`src/design/longest_zero_run_four_directions_assert.svh`:
```
// Assertion macros shared by the longest zero run design files.
`ifndef LONGEST_ZERO_RUN_FOUR_DIRECTIONS_ASSERT_SVH
`define LONGEST_ZERO_RUN_FOUR_DIRECTIONS_ASSERT_SVH

`ifndef ASSERT_OFF
// Check a condition at every clock edge outside reset.
`define LZR_ASSERT(label, cond) \
    label: assert property (@(posedge aclk) disable iff (!aresetn) (cond)) \
        else $error("lzr assertion failed");
// Check that a condition in one cycle leads to another in the next cycle.
`define LZR_ASSERT_NEXT(label, ante, cons) \
    label: assert property (@(posedge aclk) disable iff (!aresetn) (ante) |=> (cons)) \
        else $error("lzr assertion failed");
`else
`define LZR_ASSERT(label, cond)
`define LZR_ASSERT_NEXT(label, ante, cons)
`endif

`endif

```
`src/design/lzr_pkg.sv`:
```
package lzr_pkg;

    // Configuration port
    localparam int CFG_W      = 7;
    localparam int CFG_IDX_W  = 1;
    localparam logic [CFG_IDX_W-1:0] REG_NUM_COLUMNS = 1'b0;
    localparam logic [CFG_IDX_W-1:0] REG_NUM_ROWS    = 1'b1;
    localparam int CFG_RESET  = 64;

    // Stream payloads
    localparam int S_TDATA_W  = 8;
    localparam int M_TDATA_W  = 8;
    localparam int RESULT_W   = 7;
    localparam int RESULT_MAX = 127;

    // Position flags handed from the frame tracker to the datapath
    typedef struct packed {
        logic first_row;
        logic first_col;
        logic last_col;
        logic last_pixel;
    } lzr_pos_t;

endpackage

```
`src/design/lzr_cell.sv`:
```
module lzr_cell #(
    parameter int DW = 21
) (
    input  logic          aclk,
    input  logic          shift_en,
    input  logic          load_sel,
    input  logic [DW-1:0] new_data,
    input  logic [DW-1:0] neighbor_data,
    output logic [DW-1:0] data_q
);

    logic [DW-1:0] data_reg;
    logic [DW-1:0] data_next;

    // Take the fresh entry at the row's end, otherwise the right neighbor's
    always_comb begin
        data_next = load_sel ? new_data : neighbor_data;
    end

    // Advance one place per accepted item
    always_ff @(posedge aclk) begin
        if (shift_en) begin
            data_reg <= data_next;
        end
    end

    assign data_q = data_reg;

endmodule

```
`src/design/lzr_ctrl.sv`:
```
module lzr_ctrl #(
    parameter int MAX_COLUMNS = 64,
    parameter int MAX_ROWS    = 64,
    parameter int CW          = 7
) (
    input  logic                            aclk,
    input  logic                            aresetn,
    input  logic                            cfg_we,
    input  logic [lzr_pkg::CFG_IDX_W-1:0]   cfg_index,
    input  logic [lzr_pkg::CFG_W-1:0]       cfg_data,
    input  logic                            step,
    output logic                            restart,
    output logic [CW-1:0]                   num_columns,
    output lzr_pkg::lzr_pos_t               pos
);
    import lzr_pkg::*;

    localparam int PW = (MAX_COLUMNS > 1) ? $clog2(MAX_COLUMNS) : 1;
    localparam int RW = (MAX_ROWS > 1) ? $clog2(MAX_ROWS) : 1;
    localparam int RCW = $clog2(MAX_ROWS + 1);
    localparam int COLS_RESET = (CFG_RESET > MAX_COLUMNS) ? MAX_COLUMNS : CFG_RESET;
    localparam int ROWS_RESET = (CFG_RESET > MAX_ROWS) ? MAX_ROWS : CFG_RESET;

    logic [CW-1:0]  cols_reg, cols_next;
    logic [RCW-1:0] rows_reg, rows_next;
    logic [PW-1:0]  col_reg, col_next;
    logic [RW-1:0]  row_reg, row_next;
    logic           last_row;

    // Clamp register writes into the supported range; any write restarts the frame
    always_comb begin
        int unsigned v;
        int unsigned vc;
        int unsigned vr;
        v  = 32'(cfg_data);
        vc = (v == 0) ? 1 : ((v > MAX_COLUMNS) ? MAX_COLUMNS : v);
        vr = (v == 0) ? 1 : ((v > MAX_ROWS) ? MAX_ROWS : v);
        cols_next = cols_reg;
        rows_next = rows_reg;
        restart   = 1'b0;
        if (cfg_we) begin
            case (cfg_index)
                REG_NUM_COLUMNS: begin
                    cols_next = CW'(vc);
                    restart   = 1'b1;
                end
                REG_NUM_ROWS: begin
                    rows_next = RCW'(vr);
                    restart   = 1'b1;
                end
                default: begin
                    restart = 1'b0;
                end
            endcase
        end
    end

    // Position flags for the current item
    always_comb begin
        pos.first_row  = (row_reg == '0);
        pos.first_col  = (col_reg == '0);
        pos.last_col   = ((CW'(col_reg) + CW'(1)) == cols_reg);
        last_row       = ((RCW'(row_reg) + RCW'(1)) == rows_reg);
        pos.last_pixel = pos.last_col && last_row;
    end

    // Advance the raster position
    always_comb begin
        col_next = col_reg;
        row_next = row_reg;
        if (restart) begin
            col_next = '0;
            row_next = '0;
        end else if (step) begin
            if (!pos.last_col) begin
                col_next = col_reg + PW'(1);
            end else if (!last_row) begin
                col_next = '0;
                row_next = row_reg + RW'(1);
            end else begin
                col_next = '0;
                row_next = '0;
            end
        end
    end

    always_ff @(posedge aclk) begin
        if (!aresetn) begin
            cols_reg <= CW'(COLS_RESET);
            rows_reg <= RCW'(ROWS_RESET);
            col_reg  <= '0;
            row_reg  <= '0;
        end else begin
            cols_reg <= cols_next;
            rows_reg <= rows_next;
            col_reg  <= col_next;
            row_reg  <= row_next;
        end
    end

    assign num_columns = cols_reg;

`include "longest_zero_run_four_directions_assert.svh"

    `LZR_ASSERT(a_col_in_range, (32'(col_reg) < 32'(cols_reg)))
    `LZR_ASSERT(a_row_in_range, (32'(row_reg) < 32'(rows_reg)))
    `LZR_ASSERT_NEXT(a_frame_wraps, (step && !restart && pos.last_pixel), (col_reg == '0 && row_reg == '0))

endmodule

```
`src/design/longest_zero_run_four_directions.sv`:
```
// Longest zero run, four directions.
// Pixels of a binary image enter on the s_axis channel in raster order, one item
// per pixel, row by row and left to right; bit 0 of s_axis_tdata is the pixel and a
// zero extends runs. The block tracks zero runs along rows, columns and both
// diagonals. On the frame's last pixel it places one result on m_axis: the longest
// run (at least 1) and a flag that is set when no run is longer than one.
// num_columns and num_rows are to be written through cfg_we/cfg_index/cfg_data only
// while the block is idle, which the block itself does not enforce; each write restarts
// the frame. Zero acts as 1 and values above the maximum act as the maximum.
// Throughput: one pixel per cycle while s_axis_tready is high; the previous-row runs
// travel through a chain of per-column cells that advances once per accepted pixel,
// so the row-end insert and head read both happen as each pixel is accepted.
// Latency: the result is valid the cycle after the last pixel is accepted.
// A result waits in the output register while m_axis_tready is low; pixels keep
// flowing until another result is due, and s_axis_tready drops only while a
// result is held and the receiver stalls.
// Reset restores both registers to 64 (clamped to the maximum) and starts a frame.
module longest_zero_run_four_directions #(
    parameter int MAX_COLUMNS = 64,
    parameter int MAX_ROWS    = 64
) (
    input  logic                          aclk,
    input  logic                          aresetn,
    // configuration write port
    input  logic                          cfg_we,
    input  logic [lzr_pkg::CFG_IDX_W-1:0] cfg_index,
    input  logic [lzr_pkg::CFG_W-1:0]     cfg_data,
    // pixel input
    input  logic                          s_axis_tvalid,
    output logic                          s_axis_tready,
    input  logic [lzr_pkg::S_TDATA_W-1:0] s_axis_tdata,  // [0] pixel, [7:1] zero
    // result output
    output logic                          m_axis_tvalid,
    input  logic                          m_axis_tready,
    output logic [lzr_pkg::M_TDATA_W-1:0] m_axis_tdata   // [6:0] longest_run, [7] no_chain
);
    import lzr_pkg::*;

    localparam int MAX_DIM = (MAX_COLUMNS > MAX_ROWS) ? MAX_COLUMNS : MAX_ROWS;
    localparam int RUN_W   = $clog2(MAX_DIM + 1);
    localparam int DW      = 3 * RUN_W;
    localparam int CW      = $clog2(MAX_COLUMNS + 1);

    logic           in_fire;
    logic           restart;
    logic [CW-1:0]  num_columns;
    lzr_pos_t       pos;

    logic [DW-1:0]  cell_q [MAX_COLUMNS];
    logic [DW-1:0]  new_entry;

    logic [RUN_W-1:0] row_run_reg, row_run_next;
    logic [RUN_W-1:0] diag_hold_reg, diag_hold_next;
    logic [RUN_W-1:0] best_run_reg, best_run_next;
    logic [RUN_W-1:0] run_h, run_v, run_dr, run_dl, run_ul, run_ur, best_all;
    logic             zero;

    logic                  m_valid_reg, m_valid_next;
    logic [M_TDATA_W-1:0]  m_data_reg, m_data_next;
    logic [RESULT_W-1:0]   longest;

    // Hold the input only when a frame's last pixel meets a waiting, stalled result
    assign in_fire       = s_axis_tvalid && s_axis_tready;
    assign s_axis_tready = !m_valid_reg || m_axis_tready || !pos.last_pixel;

    lzr_ctrl #(
        .MAX_COLUMNS (MAX_COLUMNS),
        .MAX_ROWS    (MAX_ROWS),
        .CW          (CW)
    ) u_ctrl (
        .aclk        (aclk),
        .aresetn     (aresetn),
        .cfg_we      (cfg_we),
        .cfg_index   (cfg_index),
        .cfg_data    (cfg_data),
        .step        (in_fire),
        .restart     (restart),
        .num_columns (num_columns),
        .pos         (pos)
    );

    // Column chain: cell 0 holds the previous row's runs at the current column
    for (genvar k = 0; k < MAX_COLUMNS; k++) begin : g_cell
        logic [DW-1:0] neighbor;
        if (k == MAX_COLUMNS - 1) begin : g_tail
            assign neighbor = '0;
        end else begin : g_body
            assign neighbor = cell_q[k+1];
        end
        lzr_cell #(
            .DW (DW)
        ) u_cell (
            .aclk          (aclk),
            .shift_en      (in_fire),
            .load_sel      (num_columns == CW'(k + 1)),
            .new_data      (new_entry),
            .neighbor_data (neighbor),
            .data_q        (cell_q[k])
        );
    end

    // Runs ending at the current pixel; missing neighbors count as zero
    always_comb begin
        zero   = !s_axis_tdata[0];
        run_h  = zero ? ((pos.first_col ? '0 : row_run_reg) + RUN_W'(1)) : '0;
        run_v  = zero ? ((pos.first_row ? '0 : cell_q[0][RUN_W-1:0]) + RUN_W'(1)) : '0;
        run_ul = (!pos.first_row && !pos.first_col) ? diag_hold_reg : '0;
        run_dr = zero ? (run_ul + RUN_W'(1)) : '0;
        run_ur = (!pos.first_row && !pos.last_col) ? cell_q[1][3*RUN_W-1:2*RUN_W] : '0;
        run_dl = zero ? (run_ur + RUN_W'(1)) : '0;
        new_entry = {run_dl, run_dr, run_v};
    end

    // Fold the four runs into the frame's best
    always_comb begin
        best_all = best_run_reg;
        if (run_h > best_all) best_all = run_h;
        if (run_v > best_all) best_all = run_v;
        if (run_dr > best_all) best_all = run_dr;
        if (run_dl > best_all) best_all = run_dl;
        longest = (32'(best_all) > RESULT_MAX) ? RESULT_W'(RESULT_MAX) : RESULT_W'(best_all);
    end

    // Update frame state and the output register
    always_comb begin
        row_run_next   = row_run_reg;
        diag_hold_next = diag_hold_reg;
        best_run_next  = best_run_reg;
        m_valid_next   = m_valid_reg && !m_axis_tready;
        m_data_next    = m_data_reg;
        if (restart) begin
            row_run_next   = '0;
            diag_hold_next = '0;
            best_run_next  = RUN_W'(1);
        end else if (in_fire) begin
            row_run_next   = run_h;
            diag_hold_next = cell_q[0][2*RUN_W-1:RUN_W];
            best_run_next  = best_all;
            if (pos.last_pixel) begin
                best_run_next  = RUN_W'(1);
                row_run_next   = '0;
                diag_hold_next = '0;
                m_valid_next   = 1'b1;
                m_data_next    = {(best_all == RUN_W'(1)), longest};
            end
        end
    end

    always_ff @(posedge aclk) begin
        if (!aresetn) begin
            row_run_reg   <= '0;
            diag_hold_reg <= '0;
            best_run_reg  <= RUN_W'(1);
            m_valid_reg   <= 1'b0;
        end else begin
            row_run_reg   <= row_run_next;
            diag_hold_reg <= diag_hold_next;
            best_run_reg  <= best_run_next;
            m_valid_reg   <= m_valid_next;
        end
    end

    // Payload holds no reset
    always_ff @(posedge aclk) begin
        m_data_reg <= m_data_next;
    end

    assign m_axis_tvalid = m_valid_reg;
    assign m_axis_tdata  = m_data_reg;

`include "longest_zero_run_four_directions_assert.svh"

    `LZR_ASSERT(a_best_nonzero, (best_run_reg != '0))
    `LZR_ASSERT(a_stall_only_on_result, (!s_axis_tready |-> m_axis_tvalid))
    `LZR_ASSERT_NEXT(a_result_follows_frame, (in_fire && pos.last_pixel && !restart), m_axis_tvalid)
    `LZR_ASSERT(a_flag_matches_run, (m_axis_tvalid |-> (m_axis_tdata[7] == (m_axis_tdata[6:0] == 7'd1))))

endmodule

```
`config.mk`:
```
export PLATFORM = sky130hd
export DESIGN_NAME = longest_zero_run_four_directions
export DESIGN_NICKNAME = d
export VERILOG_FILES = /design/src/design/lzr_pkg.sv /design/src/design/lzr_cell.sv /design/src/design/lzr_ctrl.sv /design/src/design/longest_zero_run_four_directions.sv
export VERILOG_INCLUDE_DIRS = /design/src /design/src/design
export SDC_FILE = /design/constraint.sdc
export NUM_CORES = 2
export LEC_CHECK = 0
export ABC_AREA = 1
export BUFFER_PORTS_ARGS = -buffer_cell sky130_fd_sc_hd__clkbuf_2
export CORE_MARGIN = 10
export CORE_UTILIZATION = 50
export DETAILED_ROUTE_END_ITERATION = 10
export PLACE_DENSITY = 0.65
export SKIP_LAST_GASP = 1
export SLEW_MARGIN = 20
export SYNTH_ARGS = -nofsm -noshare
export SYNTH_HDL_FRONTEND = slang
export SYNTH_HIERARCHICAL = 1
export SYNTH_SLANG_ARGS = --single-unit
export TNS_END_PERCENT = 20
```
`constraint.sdc`:
```
create_clock -name aclk -period 57.2 [get_ports aclk]
set_clock_uncertainty 0.15 [all_clocks]
set_input_delay 11.44 -clock aclk [delete_from_list [all_inputs] [get_ports aclk]]
set_output_delay 11.44 -clock aclk [all_outputs]
set_load 0.02 [all_outputs]
```
### After elaboration in Yosys (flattened, before gate mapping)

Index checks and enable logic that the tools add are counted.

* $add $sub $neg: 8
* order comparisons: 5
* equality and inequality tests: 67
* multiplexer cells: 86
* bitwise operators: 3
* reductions and logical operators: 21

Operator list (number)
* 21-bit 2-to-1 mux: 62
* 7-bit by 6-bit == test with 1-bit output (second input constant): 32
* 7-bit 2-to-1 mux: 17
* 7-bit by 5-bit == test with 1-bit output (second input constant): 16
* 7-bit by 4-bit == test with 1-bit output (second input constant): 8
* 7-bit by 1-bit adder with 7-bit output (second input constant): 4
* 7-bit by 3-bit == test with 1-bit output (second input constant): 4
* 7-bit > comparator: 4
* 6-bit by 1-bit adder with 7-bit output (second input constant): 2
* 7-bit by 1-bit == test with 1-bit output (second input constant): 2
* 7-bit by 2-bit == test with 1-bit output (second input constant): 2
* 7-bit == test: 2
* 14-bit 2-to-1 mux: 1
* 6-bit by 1-bit adder with 6-bit output (second input constant): 2
* 6-bit zero test: 2
* 6-bit 2-to-1 mux: 2
* 7-bit == test (second input constant): 1
* 7-bit > comparator (second input constant): 1
* 7-bit zero test: 1
* 1-bit zero test: 6
* 2-bit AND reduction: 3
* 1-bit logical AND: 5
* 1-bit 2-to-1 mux: 4
* 1-bit NOT: 3
* 3 further kinds: 4

* flip-flop bits (word level): 1393
* input port bits: 21
* output and inout bits: 10
* word-level logic and storage cells: 263

### Logic depth before layout (Yosys ltp)

* word-level depth: 13
* mapped depth: 55

### By module

Netlist, hierarchy kept.

By module, submodules not included
* lzr_cell: instances 64, cells each 89, area each 908.4 µm², sequential area each 630.6 µm²
* longest_zero_run_four_directions: instances 1, cells each 595, area each 3484.6 µm², sequential area each 680.7 µm²
* lzr_ctrl: instances 1, cells each 260, area each 1585.3 µm², sequential area each 520.5 µm²

### Worst setup path before layout

Ideal clock, no wire load.

* path kind: in2reg
* start: in m_axis_tready
* end: reg u_ctrl.col_reg[0]
* library setup time: 0.204 ns
* arrival: 46.950 ns
* data required time: 56.846 ns
* path slack: 9.896 ns
* stages on the path: 7
* cell sequence: nor2_1 -> nand2_1 -> nand2_1 -> inv_1 -> clkinv_1 -> o21ai_0 -> a21oi_1

* cells in the longest elaborated chain, start to end: 3

Ends and longest elaborated chain
* from (decl): line longest_zero_run_four_directions.sv:34 `input logic m_axis_tready,`
* 1-bit logical OR (2 in series): line longest_zero_run_four_directions.sv:64 `assign s_axis_tready = !m_valid_reg || m_axis_tready || !pos.last_pixel;`
* named net s_axis_tready: line longest_zero_run_four_directions.sv:30 `output logic s_axis_tready,`
* 1-bit logical AND: line longest_zero_run_four_directions.sv:63 `assign in_fire = s_axis_tvalid && s_axis_tready;`
* named net in_fire: line longest_zero_run_four_directions.sv:44 `logic in_fire;`
* to (signal assigned): line lzr_ctrl.sv:96 `col_reg <= col_next;`
* to (decl): line lzr_ctrl.sv:26 `logic [PW-1:0] col_reg, col_next;`

The timed path passes the listed nets, and every way through them passes these cells.
A chain may end at the register's enable or synchronous reset.

### Worst setup path in the final report

* start: in m_axis_tready
* end: out s_axis_tready

* cells in the longest elaborated chain, start to end: 2

Ends and longest elaborated chain (line)
* 1-bit logical OR (2 in series): longest_zero_run_four_directions.sv:64
* to (decl): longest_zero_run_four_directions.sv:30

No other way between the ends.

==> out/metrics.yaml <==
outcome: "complete, no violations"
reg2regPathDepth: 17
intPower_mw: 1.759
drc: 0
setup_tns_ps: 0
finalCriticalPeriod_ps: 23560
netlist_instances: 6523
drt_iter0_drc: 3857
drtAntennaViolNets: 0
hpwl_um: 83170
setup_viol: 0
dieArea_sq_um: 140400
crit_path_start_kind: "primary input"
clock.fmax_mhz: 42.45
num-fill-cells: 10921
vias_per_cell: 5.120
routabilityCongestion: 0.8124
p_leak_nw: 29.54
tritoncts: "done"
clkPwrFrac_pct: 40.1
timing.final.max_slew_violations: 0
grt_pass1_wl_um: 228700
path_max_fanout: 3
core_sq_um: 125200
wl_per_cell_um: 17.38
sw_frac_of_total_pct: 23.23
relSlewSlack_pct: 21.39
grt_max_degree: 195
worstPathRequired_ps: 45610
ctsRootBufferMaster: "clkbuf_16"
seq_power_share_pct: 52.6
htree_levels: 4
cts_buffer_depth: 3
hold_depth: 2
largest_register_ffs: 1337
worst_pin_slew_ps: 1179
drive_gt1_share_pct: 7.060
cts_resized: 0
worst-setup-path-type: "in2out"
cp.arrival_ps: 11970
fp-row-count: 130
start_util_pct: 50.23
dr.pass1.iters: 5
ys_warn_count: 6
numClockSinks: 1393
cp-end-kind: "output port"
nNetsFinal: 6598
die_h_um: 374.7
cap_violations: 0
area_growth_pct: 8.348
synthesis.area_sq_um: 62920
cellPowerDensity_nw_per_um2: 33.62
vias: 42539
fin_util_pct: 54.43
rsz0062_at_grt: "no"
grt_overflow_total: 0
io_pins: 31
wl_um: 144400
clk-insertion-delay-late_ps: 780
fin_crit_sh_pct: 41.19
combinationalPowerShare_pct: 7.4
grt_pass1_vias: 40723
path_clk_slew_ps: 50
min_path_type: "reg2reg"
cts_hold_buf: 0
grt_usage_pct: 20.31
post_cts_buffers: 0
hold_viol: 0
switchingPower_uw: 532.4
avgSynthCellArea_sq_um: 9.645
antenna_found_initial: 0
cts_made_buffers: 147
ir_drop_mv: 0.03505
die_x_um: 374.7
portBuffers: 23
==> metrics by stage <==
stage | worst slack (ps) | power [mW] | instance area [sq um] | hold WS [ps] | std cells
2_1_floorplan | 10080 | 1.396 | 62990 | 295.3 | 6543
3_3_place_gp | 33650 | 1.392 | 63570 | 302.8 | 8042
3_5_place_dp | 33640 | 1.396 | 63580 | 305.5 | 8042
4_1_cts | 33640 | 2.310 | 68160 | 315.7 | 8307
5_1_grt | 33600 | 2.379 | 68170 | 327.4 | 8307
6_report | 33640 | 2.292 | 68170 | 314.4 | 8308
==> critical path: stages <==
cell and delay (ps):
clkbuf_2 80, nor2_1 170, nand2_1 90, clkbuf_2 190
==> power groups by stage <==
| stage | Sequential (mW) | Clock (mW) | Combinational [mW] |
|---|---|---|---|
| final | 1.20 | 0.918 | 0.169 |
| after global routing | 1.21 | 0.976 | 0.194 |
| after CTS | 1.21 | 0.934 | 0.170 |
| after detailed placement | 1.23 | 0 | 0.169 |
| after global placement | 1.23 | 0 | 0.166 |
| after floorplan | 1.27 | 0 | 0.122 |
==> layout by cell type, fill, tap and decap left out, drive strengths merged <==
| cell | n |
|---|---|
| nand2 | 4269 |
| edfxtp | 1345 |
| clkbuf | 205 |
| inv | 185 |
| nor2 | 158 |
| buf | 101 |
| nand3 | 81 |
| clkinv | 78 |
| a21oi | 56 |
| dfxtp | 48 |
| ha | 36 |
| o21ai | 28 |
| conb | 21 |
| nand4 | 9 |
| bufinv | 8 |
| nand3b | 6 |
| and2 | 5 |
| nor3 | 4 |
| and3 | 2 |
| o211ai | 2 |
| nor4 | 2 |
| diode | 1 |
| a21o | 1 |
| o31ai | 1 |
| a211oi | 1 |
| clkinvlp | 1 |
| o21bai | 1 |
| xnor2 | 1 |
| xor2 | 1 |
| or2 | 1 |
==> routing by layer <==
metal  GRT usage, %  vias up  part of all wire [%]
met3          2.905      243                   6.0
met5              0        -                     0
met1          27.78    20198                    44
met2          33.58     1170                    48
met4          6.117        0                   2.5
li1               -    20928                     -
==> final timing paths <==
check	start	endpoint	slack, ps
min	row_run_reg[6]$_SDFFE_PP0P_	row_run_reg[6]$_SDFFE_PP0P_	310
max	m_axis_tready	s_axis_tready	33640
max reg2reg	u_ctrl/col_reg[1]$_SDFFE_PP0P_	g_cell[19].u_cell/data_q[18]$_DFFE_PP_	49080
min reg2reg	row_run_reg[6]$_SDFFE_PP0P_	row_run_reg[6]$_SDFFE_PP0P_	310
==> final cells by class <==
cell class / instances / area, sq um / share of cell area, %
Antenna cell: 1 / 2.502 / 0.003671
Clock buffer: 182 / 3915 / 5.743
Multi-Input combinational cell: 4686 / 18550 / 27.21
Timing Repair Buffer: 124 / 897.1 / 1.316
Tap cell: 1650 / 2064 / 3.028
Inverter: 189 / 729.5 / 1.070
Clock inverter: 83 / 664.4 / 0.9746
Sequential cell: 1393 / 41350 / 60.66
No activity file was read; power rests on OpenSTA's default activity.
